`src/rtl/core/dat_pkg.sv`:
```
// ----------------------------------------------------------------------------
// dat_pkg
// Shared constants, command/status codes and structs of the daily alarm table.
// ----------------------------------------------------------------------------
`default_nettype none

package dat_pkg;

  localparam int NUM_ALARMS  = 8;
  localparam int MAX_RESULTS = 8;

  localparam int IDX_W    = (NUM_ALARMS > 1) ? $clog2(NUM_ALARMS) : 1;
  localparam int CNT_W    = $clog2(MAX_RESULTS + 1);
  localparam int CMD_W    = 3;
  localparam int HOUR_W   = 5;
  localparam int MIN_W    = 6;
  localparam int DATE_W   = 27;
  localparam int IDXIN_W  = 4;
  localparam int ID_W     = 3;
  localparam int STATUS_W = 2;

  localparam int IN_DATA_W  = 48;
  localparam int OUT_DATA_W = 8;

  localparam logic [HOUR_W-1:0]  MAX_HOUR   = HOUR_W'(23);
  localparam logic [MIN_W-1:0]   MAX_MINUTE = MIN_W'(59);
  localparam logic [IDXIN_W:0]   NUM_ALARMS_L = (IDXIN_W + 1)'(NUM_ALARMS);
  localparam logic [IDX_W-1:0]   LAST_IDX   = IDX_W'(NUM_ALARMS - 1);
  localparam logic [CNT_W-1:0]   MAX_RES_L  = CNT_W'(MAX_RESULTS);

  // command codes
  localparam logic [CMD_W-1:0] CMD_TICK   = 3'd0;
  localparam logic [CMD_W-1:0] CMD_ADD    = 3'd1;
  localparam logic [CMD_W-1:0] CMD_REMOVE = 3'd2;
  localparam logic [CMD_W-1:0] CMD_ENABLE = 3'd3;
  localparam logic [CMD_W-1:0] CMD_FORCE  = 3'd4;

  // result status codes
  localparam logic [STATUS_W-1:0] ST_OK      = 2'd0;
  localparam logic [STATUS_W-1:0] ST_INVALID = 2'd1;
  localparam logic [STATUS_W-1:0] ST_FULL    = 2'd2;

  // one table entry as read out
  typedef struct packed {
    logic              enabled;
    logic              rpt;
    logic [HOUR_W-1:0] hour;
    logic [MIN_W-1:0]  minute;
    logic              action;
    logic [DATE_W-1:0] fired_date;
  } dat_slot_t;

  // write controls for the entry at the current address
  typedef struct packed {
    logic              en_we;
    logic              en_val;
    logic              fld_we;
    logic [HOUR_W-1:0] hour;
    logic [MIN_W-1:0]  minute;
    logic              action;
    logic              rep_we;
    logic              rep_val;
    logic              date_we;
    logic [DATE_W-1:0] date;
  } dat_wr_t;

  // latched request
  typedef struct packed {
    logic [CMD_W-1:0]  cmd;
    logic [HOUR_W-1:0] hour;
    logic [MIN_W-1:0]  minute;
    logic [DATE_W-1:0] date;
    logic              action;
    logic              rpt;
    logic              en_val;
    logic [ID_W-1:0]   id;
    logic              in_range;
    logic              time_ok;
  } dat_req_t;

  function automatic logic [ID_W-1:0] to_id(input logic [IDX_W-1:0] i);
    logic [IDXIN_W-1:0] w;
    w = IDXIN_W'(i);
    return w[ID_W-1:0];
  endfunction

endpackage

`default_nettype wire

```
`src/rtl/core/daily_alarm_table.sv`:
```
// ----------------------------------------------------------------------------
// daily_alarm_table
// Tick and add (with a valid time) walk the table one entry per cycle
// through dat_match; a tick pauses while a new hit waits for the output
// register to take the held one.
// One request is in flight at a time; results wait in an output register.
// Synchronous active-low reset empties the table and the output register.
// ----------------------------------------------------------------------------
`default_nettype none

module daily_alarm_table (
  input  wire logic                              clk,
  input  wire logic                              rst_n,
  input  wire logic                              in_tvalid,
  output logic                                   in_tready,
  // hour[4:0] minute[10:5] date_code[37:11] action_in[38] repeat_daily[39]
  // entry_index[43:40] enable_value[44], zero fill [47:45]
  input  wire logic [dat_pkg::IN_DATA_W-1:0]     in_tdata,
  // cmd[2:0]
  input  wire logic [dat_pkg::CMD_W-1:0]         in_tuser,
  output logic                                   out_tvalid,
  input  wire logic                              out_tready,
  // status[1:0] entry_id[4:2] fired[5] action_out[6], zero fill [7]
  output logic [dat_pkg::OUT_DATA_W-1:0]         out_tdata,
  output logic                                   out_tlast
);

  typedef enum logic [1:0] {ST_IDLE, ST_SCAN, ST_EXEC, ST_FIN} state_t;

  state_t                          state_r, state_nxt;
  dat_pkg::dat_req_t               req_r, req_nxt;
  logic [dat_pkg::IDX_W-1:0]       idx_r, idx_nxt;
  logic                            found_r, found_nxt;
  logic                            pend_v_r, pend_v_nxt;
  logic [dat_pkg::ID_W-1:0]        pend_id_r, pend_id_nxt;
  logic                            pend_act_r, pend_act_nxt;
  logic [dat_pkg::CNT_W-1:0]       cnt_r, cnt_nxt;

  logic                            out_valid_r, out_valid_nxt;
  logic [dat_pkg::STATUS_W-1:0]    out_status_r, out_status_nxt;
  logic [dat_pkg::ID_W-1:0]        out_id_r, out_id_nxt;
  logic                            out_fired_r, out_fired_nxt;
  logic                            out_act_r, out_act_nxt;
  logic                            out_last_r, out_last_nxt;

  dat_pkg::dat_wr_t                wr;
  dat_pkg::dat_slot_t              rd;
  logic                            hit;
  logic                            free;
  logic                            out_free;
  logic                            drop;
  logic                            stall;
  logic                            is_last;

  logic [dat_pkg::CMD_W-1:0]       i_cmd;
  logic [dat_pkg::HOUR_W-1:0]      i_hour;
  logic [dat_pkg::MIN_W-1:0]       i_minute;
  logic [dat_pkg::IDXIN_W-1:0]     i_index;
  logic                            i_in_range;
  logic                            i_time_ok;
  logic                            i_addr_cmd;

  dat_slots u_slots (
    .clk   (clk),
    .rst_n (rst_n),
    .addr  (idx_r),
    .wr    (wr),
    .rd    (rd)
  );

  dat_match u_match (
    .slot   (rd),
    .hour   (req_r.hour),
    .minute (req_r.minute),
    .date   (req_r.date),
    .hit    (hit),
    .free   (free)
  );

  assign i_cmd      = in_tuser;
  assign i_hour     = in_tdata[4:0];
  assign i_minute   = in_tdata[10:5];
  assign i_index    = in_tdata[43:40];
  assign i_in_range = ({1'b0, i_index} < dat_pkg::NUM_ALARMS_L);
  assign i_time_ok  = (i_hour <= dat_pkg::MAX_HOUR) && (i_minute <= dat_pkg::MAX_MINUTE);
  assign i_addr_cmd = (i_cmd == dat_pkg::CMD_REMOVE) || (i_cmd == dat_pkg::CMD_ENABLE) ||
                      (i_cmd == dat_pkg::CMD_FORCE);

  assign out_free = !out_valid_r || out_tready;
  assign drop     = (cnt_r >= dat_pkg::MAX_RES_L);
  assign is_last  = (idx_r == dat_pkg::LAST_IDX);
  // a new hit must first push the held one out
  assign stall    = hit && !drop && pend_v_r && !out_free;

  assign in_tready  = (state_r == ST_IDLE);
  assign out_tvalid = out_valid_r;
  assign out_tdata  = {1'b0, out_act_r, out_fired_r, out_id_r, out_status_r};
  assign out_tlast  = out_last_r;

  always_comb begin
    state_nxt      = state_r;
    req_nxt        = req_r;
    idx_nxt        = idx_r;
    found_nxt      = found_r;
    pend_v_nxt     = pend_v_r;
    pend_id_nxt    = pend_id_r;
    pend_act_nxt   = pend_act_r;
    cnt_nxt        = cnt_r;
    out_valid_nxt  = out_valid_r;
    out_status_nxt = out_status_r;
    out_id_nxt     = out_id_r;
    out_fired_nxt  = out_fired_r;
    out_act_nxt    = out_act_r;
    out_last_nxt   = out_last_r;
    wr             = '0;

    if (out_valid_r && out_tready) out_valid_nxt = 1'b0;

    case (state_r)
      ST_IDLE: begin
        if (in_tvalid) begin
          req_nxt.cmd      = i_cmd;
          req_nxt.hour     = i_hour;
          req_nxt.minute   = i_minute;
          req_nxt.date     = in_tdata[37:11];
          req_nxt.action   = in_tdata[38];
          req_nxt.rpt      = in_tdata[39];
          req_nxt.en_val   = in_tdata[44];
          req_nxt.id       = i_index[dat_pkg::ID_W-1:0];
          req_nxt.in_range = i_in_range;
          req_nxt.time_ok  = i_time_ok;
          cnt_nxt          = '0;
          pend_v_nxt       = 1'b0;
          found_nxt        = 1'b0;
          idx_nxt          = (i_addr_cmd && i_in_range) ? i_index[dat_pkg::IDX_W-1:0] : '0;
          if ((i_cmd == dat_pkg::CMD_TICK) || ((i_cmd == dat_pkg::CMD_ADD) && i_time_ok)) begin
            state_nxt = ST_SCAN;
          end else begin
            state_nxt = ST_EXEC;
          end
        end
      end

      ST_SCAN: begin
        if (req_r.cmd == dat_pkg::CMD_ADD) begin
          // first free entry wins
          if (free) begin
            found_nxt = 1'b1;
            state_nxt = ST_EXEC;
          end else if (is_last) begin
            state_nxt = ST_EXEC;
          end else begin
            idx_nxt = idx_r + 1'b1;
          end
        end else if (!stall) begin
          if (hit) begin
            wr.date_we = 1'b1;
            wr.date    = req_r.date;
            wr.en_we   = !rd.rpt;
            wr.en_val  = 1'b0;
            if (!drop) begin
              if (pend_v_r) begin
                out_valid_nxt  = 1'b1;
                out_status_nxt = dat_pkg::ST_OK;
                out_id_nxt     = pend_id_r;
                out_fired_nxt  = 1'b1;
                out_act_nxt    = pend_act_r;
                out_last_nxt   = 1'b0;
              end
              pend_v_nxt   = 1'b1;
              pend_id_nxt  = dat_pkg::to_id(idx_r);
              pend_act_nxt = rd.action;
              cnt_nxt      = cnt_r + 1'b1;
            end
          end
          if (is_last) begin
            state_nxt = ST_FIN;
          end else begin
            idx_nxt = idx_r + 1'b1;
          end
        end
      end

      ST_EXEC: begin
        if (out_free) begin
          out_valid_nxt  = 1'b1;
          out_last_nxt   = 1'b1;
          out_status_nxt = dat_pkg::ST_OK;
          out_id_nxt     = req_r.id;
          out_fired_nxt  = 1'b0;
          out_act_nxt    = 1'b0;
          state_nxt      = ST_IDLE;
          case (req_r.cmd)
            dat_pkg::CMD_ADD: begin
              if (!req_r.time_ok) begin
                out_status_nxt = dat_pkg::ST_INVALID;
                out_id_nxt     = '0;
              end else if (!found_r) begin
                out_status_nxt = dat_pkg::ST_FULL;
                out_id_nxt     = '0;
              end else begin
                out_id_nxt  = dat_pkg::to_id(idx_r);
                wr.en_we    = 1'b1;
                wr.en_val   = 1'b1;
                wr.fld_we   = 1'b1;
                wr.hour     = req_r.hour;
                wr.minute   = req_r.minute;
                wr.action   = req_r.action;
                wr.rep_we   = 1'b1;
                wr.rep_val  = req_r.rpt;
                wr.date_we  = 1'b1;
                wr.date     = '0;
              end
            end
            dat_pkg::CMD_REMOVE: begin
              if (!req_r.in_range || !rd.enabled) begin
                out_status_nxt = dat_pkg::ST_INVALID;
              end else begin
                wr.en_we   = 1'b1;
                wr.en_val  = 1'b0;
                wr.rep_we  = 1'b1;
                wr.rep_val = 1'b0;
                wr.date_we = 1'b1;
                wr.date    = '0;
              end
            end
            dat_pkg::CMD_ENABLE: begin
              if (!req_r.in_range) begin
                out_status_nxt = dat_pkg::ST_INVALID;
              end else begin
                wr.en_we   = 1'b1;
                wr.en_val  = req_r.en_val;
                wr.date_we = !req_r.en_val;
                wr.date    = '0;
              end
            end
            dat_pkg::CMD_FORCE: begin
              if (!req_r.in_range || !rd.enabled) begin
                out_status_nxt = dat_pkg::ST_INVALID;
              end else begin
                out_fired_nxt = 1'b1;
                out_act_nxt   = rd.action;
              end
            end
            default: begin
              out_status_nxt = dat_pkg::ST_INVALID;
              out_id_nxt     = '0;
            end
          endcase
        end
      end

      ST_FIN: begin
        if (out_free) begin
          out_valid_nxt  = 1'b1;
          out_last_nxt   = 1'b1;
          out_status_nxt = dat_pkg::ST_OK;
          out_id_nxt     = pend_v_r ? pend_id_r : '0;
          out_fired_nxt  = pend_v_r;
          out_act_nxt    = pend_v_r && pend_act_r;
          pend_v_nxt     = 1'b0;
          state_nxt      = ST_IDLE;
        end
      end

      default: begin
        state_nxt = ST_IDLE;
      end
    endcase
  end

  always_ff @(posedge clk) begin
    if (!rst_n) begin
      state_r     <= ST_IDLE;
      idx_r       <= '0;
      found_r     <= 1'b0;
      pend_v_r    <= 1'b0;
      cnt_r       <= '0;
      out_valid_r <= 1'b0;
    end else begin
      state_r     <= state_nxt;
      idx_r       <= idx_nxt;
      found_r     <= found_nxt;
      pend_v_r    <= pend_v_nxt;
      cnt_r       <= cnt_nxt;
      out_valid_r <= out_valid_nxt;
    end
    req_r        <= req_nxt;
    pend_id_r    <= pend_id_nxt;
    pend_act_r   <= pend_act_nxt;
    out_status_r <= out_status_nxt;
    out_id_r     <= out_id_nxt;
    out_fired_r  <= out_fired_nxt;
    out_act_r    <= out_act_nxt;
    out_last_r   <= out_last_nxt;
  end

  a_idle_no_pend: assert property (@(posedge clk) disable iff (!rst_n)
    (state_r == ST_IDLE) |-> !pend_v_r)
    else $error("held fire result left over in idle");

  a_pend_counted: assert property (@(posedge clk) disable iff (!rst_n)
    pend_v_r |-> (cnt_r != '0))
    else $error("held fire result not counted");

  a_fin_closes: assert property (@(posedge clk) disable iff (!rst_n)
    ((state_r == ST_FIN) && out_free) |=> (out_valid_r && out_last_r && (state_r == ST_IDLE)))
    else $error("scan end did not deliver a last result");

  a_idx_range: assert property (@(posedge clk) disable iff (!rst_n)
    idx_r <= dat_pkg::LAST_IDX)
    else $error("entry address out of range");

endmodule

`default_nettype wire

```
`src/rtl/core/dat_slots.sv`:
```
// ----------------------------------------------------------------------------
// dat_slots
// Alarm entry storage: one write and one read port at a shared address.
// ----------------------------------------------------------------------------
`default_nettype none

module dat_slots (
  input  wire logic                          clk,
  input  wire logic                          rst_n,
  input  wire logic [dat_pkg::IDX_W-1:0]     addr,
  input  wire dat_pkg::dat_wr_t              wr,
  output dat_pkg::dat_slot_t                 rd
);

  logic                        en_r   [dat_pkg::NUM_ALARMS];
  logic                        rep_r  [dat_pkg::NUM_ALARMS];
  logic [dat_pkg::HOUR_W-1:0]  hour_r [dat_pkg::NUM_ALARMS];
  logic [dat_pkg::MIN_W-1:0]   min_r  [dat_pkg::NUM_ALARMS];
  logic                        act_r  [dat_pkg::NUM_ALARMS];
  logic [dat_pkg::DATE_W-1:0]  date_r [dat_pkg::NUM_ALARMS];

  always_ff @(posedge clk) begin
    if (!rst_n) begin
      for (int i = 0; i < dat_pkg::NUM_ALARMS; i++) begin
        en_r[i]   <= 1'b0;
        rep_r[i]  <= 1'b0;
        hour_r[i] <= '0;
        min_r[i]  <= '0;
        act_r[i]  <= 1'b0;
        date_r[i] <= '0;
      end
    end else begin
      if (wr.en_we) en_r[addr] <= wr.en_val;
      if (wr.fld_we) begin
        hour_r[addr] <= wr.hour;
        min_r[addr]  <= wr.minute;
        act_r[addr]  <= wr.action;
      end
      if (wr.rep_we) rep_r[addr] <= wr.rep_val;
      if (wr.date_we) date_r[addr] <= wr.date;
    end
  end

  assign rd.enabled    = en_r[addr];
  assign rd.rpt        = rep_r[addr];
  assign rd.hour       = hour_r[addr];
  assign rd.minute     = min_r[addr];
  assign rd.action     = act_r[addr];
  assign rd.fired_date = date_r[addr];

endmodule

`default_nettype wire

```
`src/rtl/core/dat_match.sv`:
```
// ----------------------------------------------------------------------------
// dat_match
// Shared compare unit: tests one entry against the tick time and date.
// ----------------------------------------------------------------------------
`default_nettype none

module dat_match (
  input  wire dat_pkg::dat_slot_t              slot,
  input  wire logic [dat_pkg::HOUR_W-1:0]      hour,
  input  wire logic [dat_pkg::MIN_W-1:0]       minute,
  input  wire logic [dat_pkg::DATE_W-1:0]      date,
  output logic                                 hit,
  output logic                                 free
);

  logic time_eq;
  logic done_today;

  assign time_eq    = (slot.hour == hour) && (slot.minute == minute);
  // one-shot entry already fired on this date stays quiet
  assign done_today = (slot.fired_date == date) && !slot.rpt;
  assign hit        = slot.enabled && time_eq && !done_today;
  assign free       = !slot.enabled;

endmodule

`default_nettype wire
```
`config.mk`:
```
export PLATFORM = sky130hd
export DESIGN_NAME = daily_alarm_table
export DESIGN_NICKNAME = d
export VERILOG_FILES = /design/src/rtl/core/dat_pkg.sv /design/src/rtl/core/daily_alarm_table.sv /design/src/rtl/core/dat_slots.sv /design/src/rtl/core/dat_match.sv
export SDC_FILE = /design/constraint.sdc
export NUM_CORES = 1
export LEC_CHECK = 0
export ABC_AREA = 1
export BUFFER_PORTS_ARGS = -buffer_cell sky130_fd_sc_hd__buf_2
export CAP_MARGIN = 20
export CORE_UTILIZATION = 30
export CTS_CLUSTER_DIAMETER = 60
export CTS_CLUSTER_SIZE = 25
export DETAILED_ROUTE_END_ITERATION = 7
export PLACE_DENSITY = 0.53
export SETUP_SLACK_MARGIN = 0.5
export SYNTH_ARGS = -nofsm -noshare
export SYNTH_HDL_FRONTEND = slang
export SYNTH_HIERARCHICAL = 1
export SYNTH_SLANG_ARGS = --single-unit
```
`constraint.sdc`:
```
create_clock -name clk -period 5.4 [get_ports clk]
set_clock_uncertainty 0.2 [all_clocks]
set_input_delay 0.81 -clock clk [delete_from_list [all_inputs] [get_ports clk]]
set_output_delay 0.81 -clock clk [all_outputs]
set_load 0.02 [all_outputs]
```
After elaboration in Yosys (flattened, before gate mapping) --
Memories as Yosys holds them, arrays and structs flattened. A register that Yosys moved wholly into a read port is not among the register bits. Cells that the tools add are included. W data, S select, Z words.
Storage, ports and cells: register bits after elaboration 73, bits in writable memories 328, input bits 55, output and inout port bits 11, logic and storage cells 271, memories 6
Memory list:
- u_slots.date_r | depth 8, width 27, read ports 1, clocked after memory_dff 1, write ports 8, RTL line dat_slots.sv:20 | logic [dat_pkg::DATE_W-1:0] date_r [dat_pkg::NUM_ALARMS];
- u_slots.min_r | depth 8, width 6, read ports 1, clocked after memory_dff 1, write ports 8, RTL line dat_slots.sv:18 | logic [dat_pkg::MIN_W-1:0] min_r [dat_pkg::NUM_ALARMS];
- u_slots.hour_r | depth 8, width 5, read ports 1, clocked after memory_dff 1, write ports 8, RTL line dat_slots.sv:17 | logic [dat_pkg::HOUR_W-1:0] hour_r [dat_pkg::NUM_ALARMS];
- u_slots.act_r | depth 8, width 1, read ports 1, clocked after memory_dff 1, write ports 8, RTL line dat_slots.sv:19 | logic act_r [dat_pkg::NUM_ALARMS];
- u_slots.en_r | depth 8, width 1, read ports 1, clocked after memory_dff 1, write ports 8, RTL line dat_slots.sv:15 | logic en_r [dat_pkg::NUM_ALARMS];
- u_slots.rep_r | depth 8, width 1, read ports 1, clocked after memory_dff 1, write ports 8, RTL line dat_slots.sv:16 | logic rep_r [dat_pkg::NUM_ALARMS];
Cells by class: $add $sub $neg 2, $lt $le $gt $ge 4, eq/ne operators 30, muxes and demuxes 154, bitwise operators 3, reduce and logical (&&, ||, !) cells 49
Operators by type and width (count):
- $mux W45 | 3
- $mux W28 | 4
- $mux W3 | 34
- $pmux W28 S3 | 1
- $mux W1 | 63
- $pmux W28 S2 | 1
- $mux W2 | 21
- $mux W30 | 1
- $eq A27 B27 Y1 | 1
- $mux W27 | 1
- $reduce_or A27 Y1 | 1
- $pmux W2 S3 | 4
- $mux W4 | 5
- $ne A2 B2 Y1 const B | 10
- $mux W15 | 1
- $reduce_and A7 Y1 | 2
- $mux W13 | 1
- $eq A3 B2 Y1 const B | 4
- $logic_and A1 B1 Y1 | 12
- $pmux W3 S2 | 2
- $reduce_and A5 Y1 | 2
- $eq A3 B3 Y1 const B | 3
- $ne A3 B3 Y1 const B | 3
- $pmux W1 S3 | 3
- other kinds (35) | 59

Logic depth before layout (Yosys ltp) --
depth after elaboration 15, gate-level depth with buffers 30, gate-level depth less buffers 25

Cells and area by module --
The synthesis kept the hierarchy.
Modules (own cells, without submodules):
- dat_slots | instances 1, cells each 1774, area an instance 15274.6 µm², seq. area each 9609.2 µm²
- daily_alarm_table | instances 1, cells each 365, area an instance 3463.3 µm², seq. area each 2072.0 µm²
- dat_match | instances 1, cells each 191, area an instance 760.7 µm², seq. area each 0.0 µm²

Worst setup path after synthesis --
Ideal clock, no wire load.
path type flip-flop to flip-flop, start register idx_r[0] in the netlist's numbering, end memory u_slots/date_r[6][0] in the netlist's numbering (enable), library setup time 445 ps, arrival time 3650 ps, required time 4755 ps, path slack 1105 ps, stages on the path, launching flop included 28, path buffers 6, period minus slack after synthesis 4295 ps, cell sequence dfxtp_1 > buf_4 > buf_2 > buf_2 > nand2_1 > nand2_1 > nand2_1 > nand2_1 > nand2_1 > nand2_1 > inv_1 > nand2_1 > o21ai_0 > nor3_1 > nand3_1 > nor2_1 > nand2_1 > nor2_1 > nand2_1 > nand4_1 > buf_2 > buf_6 > nand2_1 > nand2_1 > inv_2 > nand4_4 > buf_1 > nand2_1
RTL lines:
- start, declared | RTL line daily_alarm_table.sv:32 | logic [dat_pkg::IDX_W-1:0] idx_r, idx_nxt;
- start signal, assigned | RTL line daily_alarm_table.sv:282 | idx_r <= idx_nxt;
- end, declared | RTL line dat_slots.sv:20

==> impl_metrics.env <==
export IMPL_rsz0062_at_grt="no"
export IMPL_wl_per_cell_um=16.1
export IMPL_die_area_um2=66000
export IMPL_slew_violations=0
export IMPL_ir_drop_v=0.000221
export IMPL_setup_tns_ps=0
export IMPL_post_cts_setup_buffer_count=0
export IMPL_grt_pass1_vias=14200
export IMPL_clockRootBuffer="clkbuf_16"
export IMPL_drv_cap=0
export IMPL_pwr_density_cell_nw_per_um2=381
export IMPL_hold_class="in -> reg"
export IMPL_cts_sinks=401
export IMPL_end_kind="register"
export IMPL_die_h_um=257
export IMPL_grtUsageTotal_pct=15.9
export IMPL_clkTransAtPathRegs_ps=80
export IMPL_drive_gt1_share_pct=8.88
export IMPL_crit_path_top_delay_cell="dfxtp_4"
export IMPL_first_pass_iters=5
export IMPL_tritoncts="yes"
export IMPL_first_iter_violations=1232
export IMPL_start_util_pct=30.3
export IMPL_crit_required_ps=5450
export IMPL_drc=0
export IMPL_fin_nets=2421
export IMPL_ant_nets=0
export IMPL_antenna_cells=0
export IMPL_fp_dieW_um=257
export IMPL_crit_arrival_ps=4660
export IMPL_vias=14800
export IMPL_overflow=0
export IMPL_fmax_mhz=217
export IMPL_grt_pass1_wl_um=81400
export IMPL_clk_path_buf_depth=3
export IMPL_syn_avg_cell_area_um2=8.37
export IMPL_synth_seq_cells=401
export IMPL_worstSetupPathType="reg -> reg"
export IMPL_cts_max_level=2
export IMPL_cts_buffers_inserted=37
export IMPL_via_per_inst=4.55
export IMPL_tightest_slew_ps=875
export IMPL_core_um2=64300
export IMPL_yosys_warnings=6
export IMPL_critPathTopFamily="simple AND/OR/NAND/NOR gates"
export IMPL_setup_viol=0
export IMPL_rows=93
export IMPL_synth_cells=2330
export IMPL_io_pins=66
export IMPL_utilization_pct=34.4
export IMPL_path_max_fanout=53
export IMPL_antenna_found_initial=0
export IMPL_cp_slowest_stage_delay_ps=470
export IMPL_yosysSeqAreaShare_pct=59.9
export IMPL_r2r_slack_ps=790
export IMPL_io_buffer_count=61
export IMPL_cpMostUsedCell="nand2_1"
export IMPL_min_period_ps=4610
export IMPL_status="completed"
export IMPL_slew_headroom_pct=41.1
export IMPL_place_gp_congestion=0.833
export IMPL_syn_to_final_growth_pct=13.6
export IMPL_clk_latency_ps=570
export IMPL_syn_area_um2=19500
export IMPL_hold_ws_ps=206
export IMPL_crit_buf_inv=5
export IMPL_synth_distinct_cells=36
export IMPL_leakage_nw=9.21
export IMPL_grt_max_degree=73
export IMPL_finalCritPeriodShare_pct=85.3
export IMPL_hold_violations=0
export IMPL_wl_um=52300
export IMPL_holdBufCountCts=0
export IMPL_hpwl_um=30700
export IMPL_startpoint_type="register"
export IMPL_synth_fp_nets=2393
report_power, final:
| group | leakage (nW) | internal, mW | switching (mW) |
|---|---|---|---|
| Sequential | 4.01 | 3.65 | 0.161 |
| Combinational | 4.56 | 0.502 | 1.25 |
| Clock | 0.645 | 1.55 | 1.35 |
| Total | 9.21 | 5.69 | 2.76 |
routing by layer:
layer,vias to the layer above,share of wire (%),global-route usage [%]
li1,7327,-,-
met1,6977,46,21.3
met2,382,47,26.8
met3,68,4.9,1.95
met4,0,2.3,4.94
met5,-,0,0
worst paths after layout:
check,startpoint,cells past startpoint,end
min,in_tdata[20],1,req_r[17]
max reg2reg,idx_r[0],27,u_slots/date_r[3][0]
max,idx_r[0],27,u_slots/date_r[3][0]
min reg2reg,u_slots/act_r[2],2,u_slots/act_r[2]
registers in the layout, indices dropped and copies added, names as in the netlist, 2 cells and up:
register        count
u_slots/min_r      48
state_r             2
out_id_r            3
u_slots/date_r    216
u_slots/en_r        8
u_slots/rep_r       8
idx_r               3
cnt_r               4
req_r              49
pend_id_r           3
out_status_r        2
u_slots/act_r       8
u_slots/hour_r     40
cell usage after synthesis:
library cell | instances | area (um2)
edfxtp_1 | 365 | 11000
buf_1 | 16 | 60.1
o21bai_1 | 1 | 7.51
o21ai_0 | 45 | 225
nand3_2 | 5 | 50.1
nor3_1 | 9 | 45.0
clkbuf_2 | 1 | 5.00
nor3_4 | 1 | 16.3
buf_6 | 6 | 67.6
buf_2 | 37 | 185
nor4_1 | 4 | 25.0
nand4_1 | 8 | 50.1
clkbuf_1 | 33 | 124
nand4_4 | 1 | 21.3
nand3_1 | 30 | 150
a21boi_0 | 1 | 7.51
ha_1 | 8 | 100
nor2_1 | 405 | 1520
xnor2_1 | 4 | 35.0
buf_4 | 13 | 97.6
nor2_4 | 3 | 33.8
o22ai_1 | 4 | 25.0
o211ai_1 | 1 | 7.51
xor2_1 | 1 | 8.76
nor2_2 | 16 | 100
or2_2 | 1 | 6.26
inv_1 | 184 | 691
nand2_2 | 11 | 68.8
nand3_4 | 1 | 17.5
conb_1 | 1 | 3.75
clkinv_1 | 1 | 3.75
a21oi_1 | 10 | 50.1
o21a_1 | 1 | 7.51
dfxtp_1 | 36 | 721
nand2_1 | 1059 | 3980
inv_2 | 7 | 26.3
metrics by stage:
| step | area [um2] | setup WS, ps | power, mW | cells |
|---|---|---|---|---|
| final | 22100 | 792 | 8.45 | 3242 |
| after global placement | 20800 | 875 | 5.62 | 3174 |
| after detailed placement | 20800 | 875 | 5.63 | 3174 |
| after global routing | 22100 | 505 | 8.91 | 3242 |
| after CTS | 22100 | 829 | 8.56 | 3242 |
| after floorplan | 19500 | 1110 | 5.05 | 2330 |
cell families (layout without fill, tap and decap cells):
| kind of cell | Yosys count | after routing | share of synthesized area [%] |
|---|---|---|---|
| buffers and inverters | 298 | 355 | 6.46 |
| AOI/OAI and AO/OA | 63 | 63 | 1.69 |
| adders and majority gates | 8 | 8 | 0.513 |
| xor gates and xnor gates | 5 | 5 | 0.225 |
| DFF | 401 | 401 | 59.9 |
| and+or+nand+nor | 1554 | 1554 | 31.2 |
| other | 1 | 1 | 0.0192 |
final cells by class:
class | count | area, um2
Fill cell | 6626 | 42200
Sequential cell | 401 | 11700
Multi-Input combinational cell | 1631 | 6560
Tap cell | 855 | 1070
Clock buffer | 40 | 980
Timing Repair Buffer | 95 | 752
Inverter | 192 | 723
Clock inverter | 28 | 377
layout by cell type, fill, tap and decap left out, drive strengths merged, types with 3 or more instances in the layout:
master and n:
a21oi 10, buf 95, bufinv 3, clkbuf 40
clkinv 11, clkinvlp 5, dfxtp 36, edfxtp 365
ha 8, inv 201, nand2 1070, nand3 36
nand4 9, nor2 424, nor3 10, nor4 4
o21ai 45, o22ai 4, xnor2 4
timing repair:
item | 4_1_cts | 5_1_grt
resized for setup | 0 | 1
hold endpoints to repair | 0 | 0
endpoints found under the setup margin | 0 | 23
Note: power is estimated with default switching activity, not from simulation.
